## config.mk

```make
export PLATFORM = sky130hd
export DESIGN_NAME = octab_ctrl
export DESIGN_NICKNAME = d
export VERILOG_FILES = /design/src/rtl/core/ordered_coordinate_keyed_table_macros.svh /design/src/rtl/core/octab_pkg.sv /design/src/rtl/core/octab_ctrl.sv
export SDC_FILE = /design/constraint.sdc
export NUM_CORES = 1
export LEC_CHECK = 0
export BUFFER_PORTS_ARGS = -buffer_cell sky130_fd_sc_hd__buf_2
export CORE_MARGIN = 2
export CORE_UTILIZATION = 53
export DETAILED_ROUTE_END_ITERATION = 10
export PLACE_DENSITY = 0.87
export SETUP_SLACK_MARGIN = 0.02
export SYNTH_ARGS = -nofsm -noshare
export SYNTH_HDL_FRONTEND = slang
export SYNTH_SLANG_ARGS = --single-unit
```

## constraint.sdc

```tcl
create_clock -name aclk -period 6.26 [get_ports aclk]
set_clock_uncertainty 0.15 [all_clocks]
set_input_delay 1.252 -clock aclk [delete_from_list [all_inputs] [get_ports aclk]]
set_output_delay 1.252 -clock aclk [all_outputs]
set_load 0.005 [all_outputs]
```

## src/rtl/core/ordered_coordinate_keyed_table_macros.svh

```systemverilog
// Assertion macros for the ordered coordinate-keyed table.
// Used by the top level only; needs nothing else.
`ifndef ORDERED_COORDINATE_KEYED_TABLE_MACROS_SVH
`define ORDERED_COORDINATE_KEYED_TABLE_MACROS_SVH

// Same-cycle implication, disabled while reset is asserted.
`define OCTAB_ASSERT_IMPL(label, clk, rstn, ante, cons) \
    label: assert property (@(posedge clk) disable iff (!(rstn)) (ante) |-> (cons)) \
        else $error("octab: same-cycle check failed");

// Next-cycle implication, disabled while reset is asserted.
`define OCTAB_ASSERT_NEXT(label, clk, rstn, ante, cons) \
    label: assert property (@(posedge clk) disable iff (!(rstn)) (ante) |=> (cons)) \
        else $error("octab: next-cycle check failed");

`endif

```

## src/rtl/core/octab_pkg.sv

```systemverilog
// Shared types and codes for the ordered coordinate-keyed table.
// No dependencies; used by the controller, the top level and the testbench.
package octab_pkg;

    // Request opcodes.
    localparam logic [1:0] OP_ADD    = 2'd0;
    localparam logic [1:0] OP_REMOVE = 2'd1;
    localparam logic [1:0] OP_CLEAR  = 2'd2;

    // Result status codes.
    localparam logic [1:0] ST_OK        = 2'd0;
    localparam logic [1:0] ST_NOT_FOUND = 2'd1;
    localparam logic [1:0] ST_FULL      = 2'd2;

    // Completion handed from the controller to the result register.
    typedef struct packed {
        logic       valid;
        logic [1:0] status;
    } octab_done_t;

endpackage

```

## src/rtl/core/octab_ctrl.sv

```systemverilog
// Sequencer of the table: search, compaction shift and append over the entry memory.
// Depends on octab_pkg; drives the ports of octab_entry_ram.
module octab_ctrl #(
    parameter int CAPACITY     = 256,
    parameter int KEY_BITS     = 48,
    parameter int PAYLOAD_BITS = 32
) (
    input  logic                                aclk,
    input  logic                                aresetn,
    input  logic                                s_valid,
    output logic                                s_ready,
    input  logic [1:0]                          s_opcode,
    input  logic [KEY_BITS-1:0]                 s_key,
    input  logic [PAYLOAD_BITS-1:0]             s_payload,
    input  logic                                res_free,
    output octab_pkg::octab_done_t              done,
    output logic [$clog2(CAPACITY+1)-1:0]       occupancy,
    output logic                                mem_wr_en,
    output logic [$clog2(CAPACITY)-1:0]         mem_wr_addr,
    output logic [KEY_BITS+PAYLOAD_BITS-1:0]    mem_wr_data,
    output logic                                mem_rd_en,
    output logic [$clog2(CAPACITY)-1:0]         mem_rd_addr,
    input  logic [KEY_BITS+PAYLOAD_BITS-1:0]    mem_rd_data
);

    localparam int AW = $clog2(CAPACITY);
    localparam int CW = $clog2(CAPACITY + 1);

    typedef enum logic [1:0] {
        S_IDLE,
        S_WALK,
        S_APPEND,
        S_REPORT
    } state_t;

    state_t                    state_reg,   state_next;
    logic [1:0]                op_reg,      op_next;
    logic [KEY_BITS-1:0]       key_reg,     key_next;
    logic [PAYLOAD_BITS-1:0]   pay_reg,     pay_next;
    logic [CW-1:0]             count_reg,   count_next;
    logic [CW-1:0]             rd_idx_reg,  rd_idx_next;
    logic                      chk_vld_reg, chk_vld_next;
    logic [AW-1:0]             chk_idx_reg, chk_idx_next;
    logic                      found_reg,   found_next;
    logic [1:0]                status_reg,  status_next;

    logic [CW-1:0]             count_eff;
    logic                      chk_last;
    logic                      key_hit;

    // Count after the optional removal, and walk bookkeeping.
    assign count_eff = found_reg ? (count_reg - CW'(1)) : count_reg;
    assign chk_last  = ((CW'(chk_idx_reg) + CW'(1)) == count_reg);
    assign key_hit   = (mem_rd_data[KEY_BITS+PAYLOAD_BITS-1:PAYLOAD_BITS] == key_reg);

    assign s_ready   = (state_reg == S_IDLE);
    assign occupancy = count_reg;

    // Next-state logic and memory port control.
    always_comb begin
        state_next   = state_reg;
        op_next      = op_reg;
        key_next     = key_reg;
        pay_next     = pay_reg;
        count_next   = count_reg;
        rd_idx_next  = rd_idx_reg;
        chk_vld_next = chk_vld_reg;
        chk_idx_next = chk_idx_reg;
        found_next   = found_reg;
        status_next  = status_reg;
        mem_rd_en    = 1'b0;
        mem_rd_addr  = rd_idx_reg[AW-1:0];
        mem_wr_en    = 1'b0;
        mem_wr_addr  = chk_idx_reg - AW'(1);
        mem_wr_data  = mem_rd_data;
        done.valid   = 1'b0;
        done.status  = status_reg;

        case (state_reg)
            S_IDLE: begin
                if (s_valid) begin
                    op_next      = s_opcode;
                    key_next     = s_key;
                    pay_next     = s_payload;
                    rd_idx_next  = '0;
                    chk_vld_next = 1'b0;
                    found_next   = 1'b0;
                    status_next  = octab_pkg::ST_OK;
                    case (s_opcode)
                        octab_pkg::OP_ADD, octab_pkg::OP_REMOVE: begin
                            state_next = (count_reg == '0) ? S_APPEND : S_WALK;
                        end
                        octab_pkg::OP_CLEAR: begin
                            count_next = '0;
                            state_next = S_REPORT;
                        end
                        default: begin
                            state_next = S_REPORT;
                        end
                    endcase
                end
            end

            // Read one entry a cycle; compare the entry read last cycle and,
            // once the key has been found, move each later entry down one place.
            S_WALK: begin
                if (rd_idx_reg < count_reg) begin
                    mem_rd_en    = 1'b1;
                    rd_idx_next  = rd_idx_reg + CW'(1);
                    chk_vld_next = 1'b1;
                    chk_idx_next = rd_idx_reg[AW-1:0];
                end else begin
                    chk_vld_next = 1'b0;
                end
                if (chk_vld_reg) begin
                    if (found_reg) begin
                        mem_wr_en = 1'b1;
                    end else if (key_hit) begin
                        found_next = 1'b1;
                    end
                    if (chk_last) begin
                        chk_vld_next = 1'b0;
                        state_next   = S_APPEND;
                    end
                end
            end

            // Settle the count and append the new entry for an add.
            S_APPEND: begin
                mem_wr_addr = count_eff[AW-1:0];
                mem_wr_data = {key_reg, pay_reg};
                count_next  = count_eff;
                if (op_reg == octab_pkg::OP_ADD) begin
                    if (count_eff == CW'(CAPACITY)) begin
                        status_next = octab_pkg::ST_FULL;
                    end else begin
                        mem_wr_en   = 1'b1;
                        count_next  = count_eff + CW'(1);
                        status_next = octab_pkg::ST_OK;
                    end
                end else begin
                    status_next = found_reg ? octab_pkg::ST_OK : octab_pkg::ST_NOT_FOUND;
                end
                state_next = S_REPORT;
            end

            // Hand the result over once the result register has room.
            S_REPORT: begin
                if (res_free) begin
                    done.valid = 1'b1;
                    state_next = S_IDLE;
                end
            end

            default: begin
                state_next = S_IDLE;
            end
        endcase
    end

    // State and working registers.
    always_ff @(posedge aclk) begin
        if (!aresetn) begin
            state_reg   <= S_IDLE;
            count_reg   <= '0;
            chk_vld_reg <= 1'b0;
            found_reg   <= 1'b0;
            rd_idx_reg  <= '0;
            status_reg  <= octab_pkg::ST_OK;
        end else begin
            state_reg   <= state_next;
            count_reg   <= count_next;
            chk_vld_reg <= chk_vld_next;
            found_reg   <= found_next;
            rd_idx_reg  <= rd_idx_next;
            status_reg  <= status_next;
        end
        op_reg      <= op_next;
        key_reg     <= key_next;
        pay_reg     <= pay_next;
        chk_idx_reg <= chk_idx_next;
    end

endmodule

```

==> results of run 1 <==
## worst max-delay path, stage by stage, from the launching register on
cell and delay (ns):
dfxtp_1 0.53, inv_1 0.14, ha_1 0.32, a21oi_1 0.10, inv_1 0.12, ha_1 0.14, nand3b_1 0.07, nor4b_1 0.29
nand4_1 0.22, and2_2 0.26, a32oi_1 0.14, nor2b_1 0.10, buf_2 0.13
## layout make-up
cell class | count | area (µm²) | area share [%]
multi-input combinational | 400 | 3130 | 36.3
clock buffer | 20 | 437 | 5.06
antenna | 4 | 10.0 | 0.116
sequential | 114 | 3180 | 36.9
timing repair buffer | 278 | 1400 | 16.2
tap | 168 | 210 | 2.43
inverter | 33 | 125 | 1.45
clock inverter | 12 | 140 | 1.62
## worst min path at each step
| stage | cells after the start | to | slack, ns | start |
|---|---|---|---|---|
| final | 2 | rd_idx_reg[8] | 0.32 | rd_idx_reg[8] |
| after detailed placement | 2 | rd_idx_reg[8] | 0.32 | rd_idx_reg[8] |
| after CTS | 2 | rd_idx_reg[8] | 0.33 | rd_idx_reg[8] |
| after global routing | 2 | rd_idx_reg[8] | 0.36 | rd_idx_reg[8] |
| after global placement | 2 | rd_idx_reg[8] | 0.31 | rd_idx_reg[8] |
| after floorplan | 2 | rd_idx_reg[8] | 0.30 | rd_idx_reg[8] |
## kinds of logic after synthesis
| logic type | Yosys count | share of synthesized area, % |
|---|---|---|
| adders and majority gates | 19 | 3.60 |
| AOI/OAI and AO/OA | 95 | 9.00 |
| DFF | 114 | 48.2 |
| muxes | 84 | 14.2 |
| and+or+nand+nor | 138 | 12.0 |
| xor gates and xnor gates | 64 | 8.49 |
| buffers and inverters | 69 | 4.53 |
## through the flow
| step | cell area, µm² | power, W |
|---|---|---|
| 2_1_floorplan | 6600 | 0.00159 |
| 3_3_place_gp | 8050 | 0.00192 |
| 3_5_place_dp | 8050 | 0.00195 |
| 4_1_cts | 8630 | 0.00291 |
| 5_1_grt | 8630 | 0.00303 |
| 6_report | 8640 | 0.00291 |
## power breakdown
| group | internal [W] | total [W] | leakage, nW | switching, W |
|---|---|---|---|---|
| Combinational | 0.000435 | 0.000893 | 2.24 | 0.000457 |
| Clock | 0.000619 | 0.000960 | 0.276 | 0.000341 |
| Sequential | 0.000983 | 0.00105 | 1.03 | 0.0000693 |
| Total | 0.00204 | 0.00291 | 3.55 | 0.000868 |
## cells in the final DEF (no fill, tap or decap), types with 11 or more instances in the layout
cell type	netlist	final
inv_1	33	32
a21oi_1	19	19
nor4_1	11	11
xor2_1	13	13
nand4_1	15	15
xnor2_1	51	51
buf_2	2	276
or3_1	12	12
mux2_2	78	78
dfxtp_1	24	24
edfxtp_1	90	90
nand2_1	27	27
o21ai_0	29	29
ha_1	19	18
clkbuf_16	0	17
nor2_1	17	17
## per-layer routing
metal,wire [µm],up-vias,global-route usage [%]
met5,0,-,0
met4,459,0,11.3
met3,1510,37,9.62
met2,10400,251,52.1
met1,7090,2673,31.2
li1,-,2680,-
==> run summary, run 1 <==
### Route
* routed length per placed instance: 18.9 µm
* violation count after the first detailed-routing iteration: 391
* DRC violation count after routing: 0
* via count: 5641
* drt via density: 5.48
* routed wire length: 19400 µm
* first-pass iteration count of the detailed router: 5
* count of nets left with antenna violations after detail routing: 0

### Logic synthesis
* number of flops mapped to enable cells by yosys: 90
* share of Yosys cell area claimed by the top area cell type: 40.9%
* fraction of registers with async set or reset after synthesis: 0%
* sequential share of the synthesized area: 48.2%
* yosys synthesis warning count: 0
* synth top area cells: edfxtp_1 41%, mux2_2 13%, dfxtp_1 7.3%
* most instantiated library cell after synthesis: edfxtp_1
* library cell occupying the most area in the post-synthesis netlist: edfxtp_1
* number of distinct library cells after synthesis: 63
* synthesized area divided by synthesized cell count: 11.3 µm²
* commonest register cell after synthesis: edfxtp_1
* Yosys reg bits: 114
* synthesized area: 6600 µm²
* commonest cells in the netlist: 90 x edfxtp_1, 78 x mux2_2, 51 x xnor2_1
* nets in the synthesized netlist: 768
* gate count after technology mapping: 583

### Placed design
* Final Wtd Congestion: 0.966
* total placed cells including tap cells: 993
* count of input and output buffers: 276
* HPWL Detailed: 14700 µm
* minimum setup slack after placement: 2.33 ns

### Floorplanning
* Horiz. Die Dim: 116 µm
* die outline area: 13400 µm²
* Die H: 116 µm
* area of the core: 12100 µm²
* number of cell rows: 40
* ports placed on the boundary: 277
* Initial Utilization: 54.5%

### Critical path
* highest net fanout along the worst path: 10
* FF-to-FF End: occupancy[0]
* number of cell instances on the worst register-to-register path: 12
* worst setup path end: mem_wr_en
* Worst Setup Start Kind: flop
* crit path DAT: 3.00 ns
* critical path capture point type: primary output
* slack of the worst reg-to-reg path: 3.29 ns
* Reg2Reg Launch Point: occupancy[0]
* start-to-end type of the worst setup path: reg -> out
* data required time at the worst endpoint: 4.86 ns
* Critical path origin: occupancy[0]

### Clocking
* maximum level of the CTS H-tree: 4
* hold buffer count at CTS: 0
* maximum buffer depth of the clock tree: 2
* number of buffers added by the clock tree synthesis step: 17
* clock latency at the later pin of the worst-skew pair: 0.41 ns
* clock-pin slew of the registers on the worst-case setup and hold paths: 0.05 ns
* buffers inserted during post-CTS setup optimization: 0
* cts repair resizes: 0
* CTS tree: built
* Clk Tree Root Cell: clkbuf_16
* clock sink count: 114

### Power and ir drop
* power density over the cells: 336 nW/µm²
* peak supply drop: 248 µV
* leakage dissipation: 3.55 nW

### Timing
* final count of pins violating max slew: 0
* final period utilization: 70.3%
* post-layout minimum cycle time: 4.40 ns
* worst-case headroom to the max-slew limit: 42.9%
* unrepaired setup endpoints after global routing: no
* worst-case hold slack: 0.321 ns
* setup TNS: 0 ns
* slew at the pin closest to its max-slew limit: 0.856 ns
* final setup vio count: 0
* final setup slack of the worst path: 1.86 ns
* Fmax achieved: 227 MHz
* number of failing hold endpoints at the final stage: 0

### Flow run
* number of maximum-capacitance constraint violations: 0

### Layout
* synth-to-layout area growth: 30.8%
* ratio of cells with drive above 1 in the final layout: 45.6%
* Layout fillers: 883
* flip-flop count of the largest register after layout: 48
* non-filler cells, final: 1029
* Final Core Density: 71.3%
* NumNets Final: 1029

### Global route
* overflow left after global routing: 0
* global routing usage summed across all routing layers: 28.8%
* initial antenna violation count: 4
* vias in the first global route: 5517
* maximum number of pins on one net before global-route repair: 69
* first-pass GRT wire length: 28600 µm

### Min path
* class of the tightest hold or removal check: reg -> reg

### Run status
* run status: finished, final reports clean

(Power assumes the default switching activity.)
==> run 2, diff against run 1 <==
--- a/config.mk
+++ b/config.mk
@@ -7,9 +7,9 @@
 export LEC_CHECK = 0
 export BUFFER_PORTS_ARGS = -buffer_cell sky130_fd_sc_hd__buf_2
 export CORE_MARGIN = 2
-export CORE_UTILIZATION = 53
+export CORE_UTILIZATION = 49
 export DETAILED_ROUTE_END_ITERATION = 10
-export PLACE_DENSITY = 0.87
+export PLACE_DENSITY = 0.82
 export SETUP_SLACK_MARGIN = 0.02
 export SYNTH_ARGS = -nofsm -noshare
 export SYNTH_HDL_FRONTEND = slang
==> constraint.sdc (replaced) <==
create_clock -name aclk -period 4.4 [get_ports aclk]
set_clock_uncertainty 0.15 [all_clocks]
set_input_delay 0.88 -clock aclk [delete_from_list [all_inputs] [get_ports aclk]]
set_output_delay 0.88 -clock aclk [all_outputs]
set_load 0.005 [all_outputs]
==> run 2 against run 1 <==
Total power grew 38%; combinational power grew 43%; sequential share of layout area grew 0.14 points; flip-flop and latch count is the same; critical path depth shrank 3; first-iteration DRC count shrank 0.77%; clock power grew 29%; final cell count grew 0.39%; count of clock-buffer cells in the layout shrank 2; hold slack gained 0.037 ns; register-to-register slack lost 1.9 ns; largest cell class unchanged.
==> run summary, run 2 (same netlist as run 1, synthesis figures left out) <==
### Global route
* first-pass GRT wire length: 29000 µm, was 28600 µm
* maximum number of pins on one net before global-route repair: 70, was 69
* overflow left after global routing: 0, unchanged
* initial antenna violation count: 4, unchanged
* global routing usage summed across all routing layers: 26.8%, was 28.8%
* vias in the first global route: 5412, was 5517

### Power and ir drop
* Reg power frac: 37.2%, was 36.2%
* share of power burned in the clock network: 30.8%, was 33.1%
* Switching Power: 0.00123 W, was 0.000868 W
* peak supply drop: 345 µV, was 248 µV
* Gate power share: 32.0%, was 30.7%
* internal power consumption: 0.00279 W, was 0.00204 W
* fraction of power spent switching nets: 30.6%, was 29.9%
* power density over the cells: 466 nW/µm², was 336 nW/µm²
* leakage dissipation: 3.53 nW, was 3.55 nW

### Layout
* multi-input combinational cell area: 3130 µm², unchanged
* flip-flop count of the largest register after layout: 48, unchanged
* non-filler cells, final: 1033, was 1029
* NumNets Final: 1030, was 1029
* Layout fillers: 1030, was 883
* synth-to-layout area growth: 30.3%, was 30.8%
* final instance area: 8610 µm², was 8640 µm²
* ratio of cells with drive above 1 in the final layout: 45.9%, was 45.6%
* Final Core Density: 65.2%, was 71.3%
* commonest cells after routing, fill and taps aside: 276 x buf_2, 90 x edfxtp_1, 78 x mux2_2, unchanged
* footprint of the flip-flops and latches: 3180 µm², about the same
* antenna diode instance count: 0, was 4
* most common cell after layout, fill and taps aside: buf_2, unchanged

### Route
* drt via density: 5.44, was 5.48
* routed length per placed instance: 18.7 µm, was 18.9 µm
* via count: 5621, was 5641
* DRC violation count after routing: 0, unchanged
* routed wire length: 19400 µm, about the same
* violation count after the first detailed-routing iteration: 388, was 391
* first-pass iteration count of the detailed router: 5, unchanged
* count of nets left with antenna violations after detail routing: 0, unchanged

### Timing
* setup TNS: 0 ns, unchanged
* unrepaired setup endpoints after global routing: no, unchanged
* final count of pins violating max slew: 0, unchanged
* final setup vio count: 0, unchanged
* final setup slack of the worst path: 0.369 ns, was 1.86 ns
* final period utilization: 91.6%
* post-layout minimum cycle time: 4.03 ns
* worst-case headroom to the max-slew limit: 44.8%, was 42.9%
* Fmax achieved: 248 MHz
* number of failing hold endpoints at the final stage: 0, unchanged
* slew at the pin closest to its max-slew limit: 0.822 ns, was 0.856 ns

### Critical path
* FF-to-FF End: occupancy[0], unchanged
* slack of the worst reg-to-reg path: 1.42 ns, was 3.29 ns
* Worst Setup Start Kind: flop, unchanged
* number of cell instances on the worst register-to-register path: 12, unchanged
* critical path capture point type: primary output, unchanged
* highest net fanout along the worst path: 10, unchanged
* data required time at the worst endpoint: 3.37 ns, was 4.86 ns
* Critical path origin: occupancy[4], was occupancy[0]
* start-to-end type of the worst setup path: reg -> out, unchanged
* crit path DAT: 3.00 ns, about the same
* worst setup path end: mem_rd_en, was mem_wr_en
* Reg2Reg Launch Point: occupancy[1], was occupancy[0]

### Placed design
* HPWL Detailed: 14900 µm, was 14700 µm
* minimum setup slack after placement: 0.790 ns, was 2.33 ns
* total placed cells including tap cells: 1002, was 993
* Cell Area, Placed: 8080 µm², was 8050 µm²
* count of input and output buffers: 276, unchanged
* Final Wtd Congestion: 0.898, was 0.966

### Floorplanning
* Initial Utilization: 50.1%, was 54.5%
* Die H: 120 µm, was 116 µm
* ports placed on the boundary: 277, unchanged
* die outline area: 14400 µm², was 13400 µm²
* Horiz. Die Dim: 120 µm, was 116 µm
* number of cell rows: 42, was 40
* area of the core: 13200 µm², was 12100 µm²

### Clocking
* hold buffer count at CTS: 0, unchanged
* clock-pin slew of the registers on the worst-case setup and hold paths: 0.05 ns, about the same
* Clk Tree Root Cell: clkbuf_16, unchanged
* clock latency at the later pin of the worst-skew pair: 0.41 ns, about the same
* CTS tree: built, unchanged
* clock sink count: 114, unchanged
* maximum level of the CTS H-tree: 4, unchanged
* cts repair resizes: 0, unchanged
* maximum buffer depth of the clock tree: 2, unchanged
* buffers inserted during post-CTS setup optimization: 0, unchanged
* number of buffers added by the clock tree synthesis step: 17, unchanged

### Run status
* run status: finished, final reports clean, unchanged

### Flow run
* number of maximum-capacitance constraint violations: 0, unchanged

### Min path
* class of the tightest hold or removal check: reg -> reg, unchanged

run 2: metal layers:
| layer | part of all wire [%] | global-route usage, % | up-vias |
|---|---|---|---|
| li1 | - | - | 2690 |
| met1 | 39 | 31.1 | 2650 |
| met2 | 52 | 46.9 | 240 |
| met3 | 7.5 | 8.08 | 37 |
| met4 | 2.1 | 9.34 | 4 |
| met5 | 0.11 | 0 | - |
run 2: how the worst min path moves through the flow:
stage / start / end / cells after the start
global placement: rd_idx_reg[8] / rd_idx_reg[8] / 2
finish: rd_idx_reg[8] / rd_idx_reg[8] / 2
detailed placement: rd_idx_reg[8] / rd_idx_reg[8] / 2
CTS: rd_idx_reg[8] / rd_idx_reg[8] / 2
floorplan: rd_idx_reg[8] / rd_idx_reg[8] / 2
global route: rd_idx_reg[8] / rd_idx_reg[8] / 2
run 2: area by class of cell:
| class | instances | share of cell area, % |
|---|---|---|
| clock buffers | 18 | 4.99 |
| clock inverters | 13 | 1.12 |
| inverters | 33 | 1.45 |
| multi-input cells | 400 | 36.4 |
| flip-flops and latches | 114 | 37.0 |
| well taps | 176 | 2.56 |
| repair buffers | 279 | 16.5 |
run 2: critical path, cell delays in order, from the launching register on:
cell and delay (ns):
dfxtp_1 0.55, inv_1 0.17, ha_1 0.34, a21oi_1 0.19, nor2b_1 0.08, o21ai_0 0.23, o211ai_1 0.13, a21oi_1 0.28
and2_1 0.43, buf_2 0.19
run 2: power by group through the flow:
stage | logic (W) | clock network (W) | registers (W)
3_3_place_gp | 0.00127 | 0 | 0.00150
3_5_place_dp | 0.00128 | 0 | 0.00151
4_1_cts | 0.00129 | 0.00125 | 0.00149
5_1_grt | 0.00138 | 0.00129 | 0.00152
6_report | 0.00128 | 0.00124 | 0.00149
2_1_floorplan | 0.000775 | 0 | 0.00149
run 2: metrics by stage:
step,hold slack (ns),total power (W)
after floorplan,0.296,0.00226
after global placement,0.324,0.00277
after detailed placement,0.336,0.00279
after CTS,0.354,0.00403
after global routing,0.391,0.00419
final,0.358,0.00401
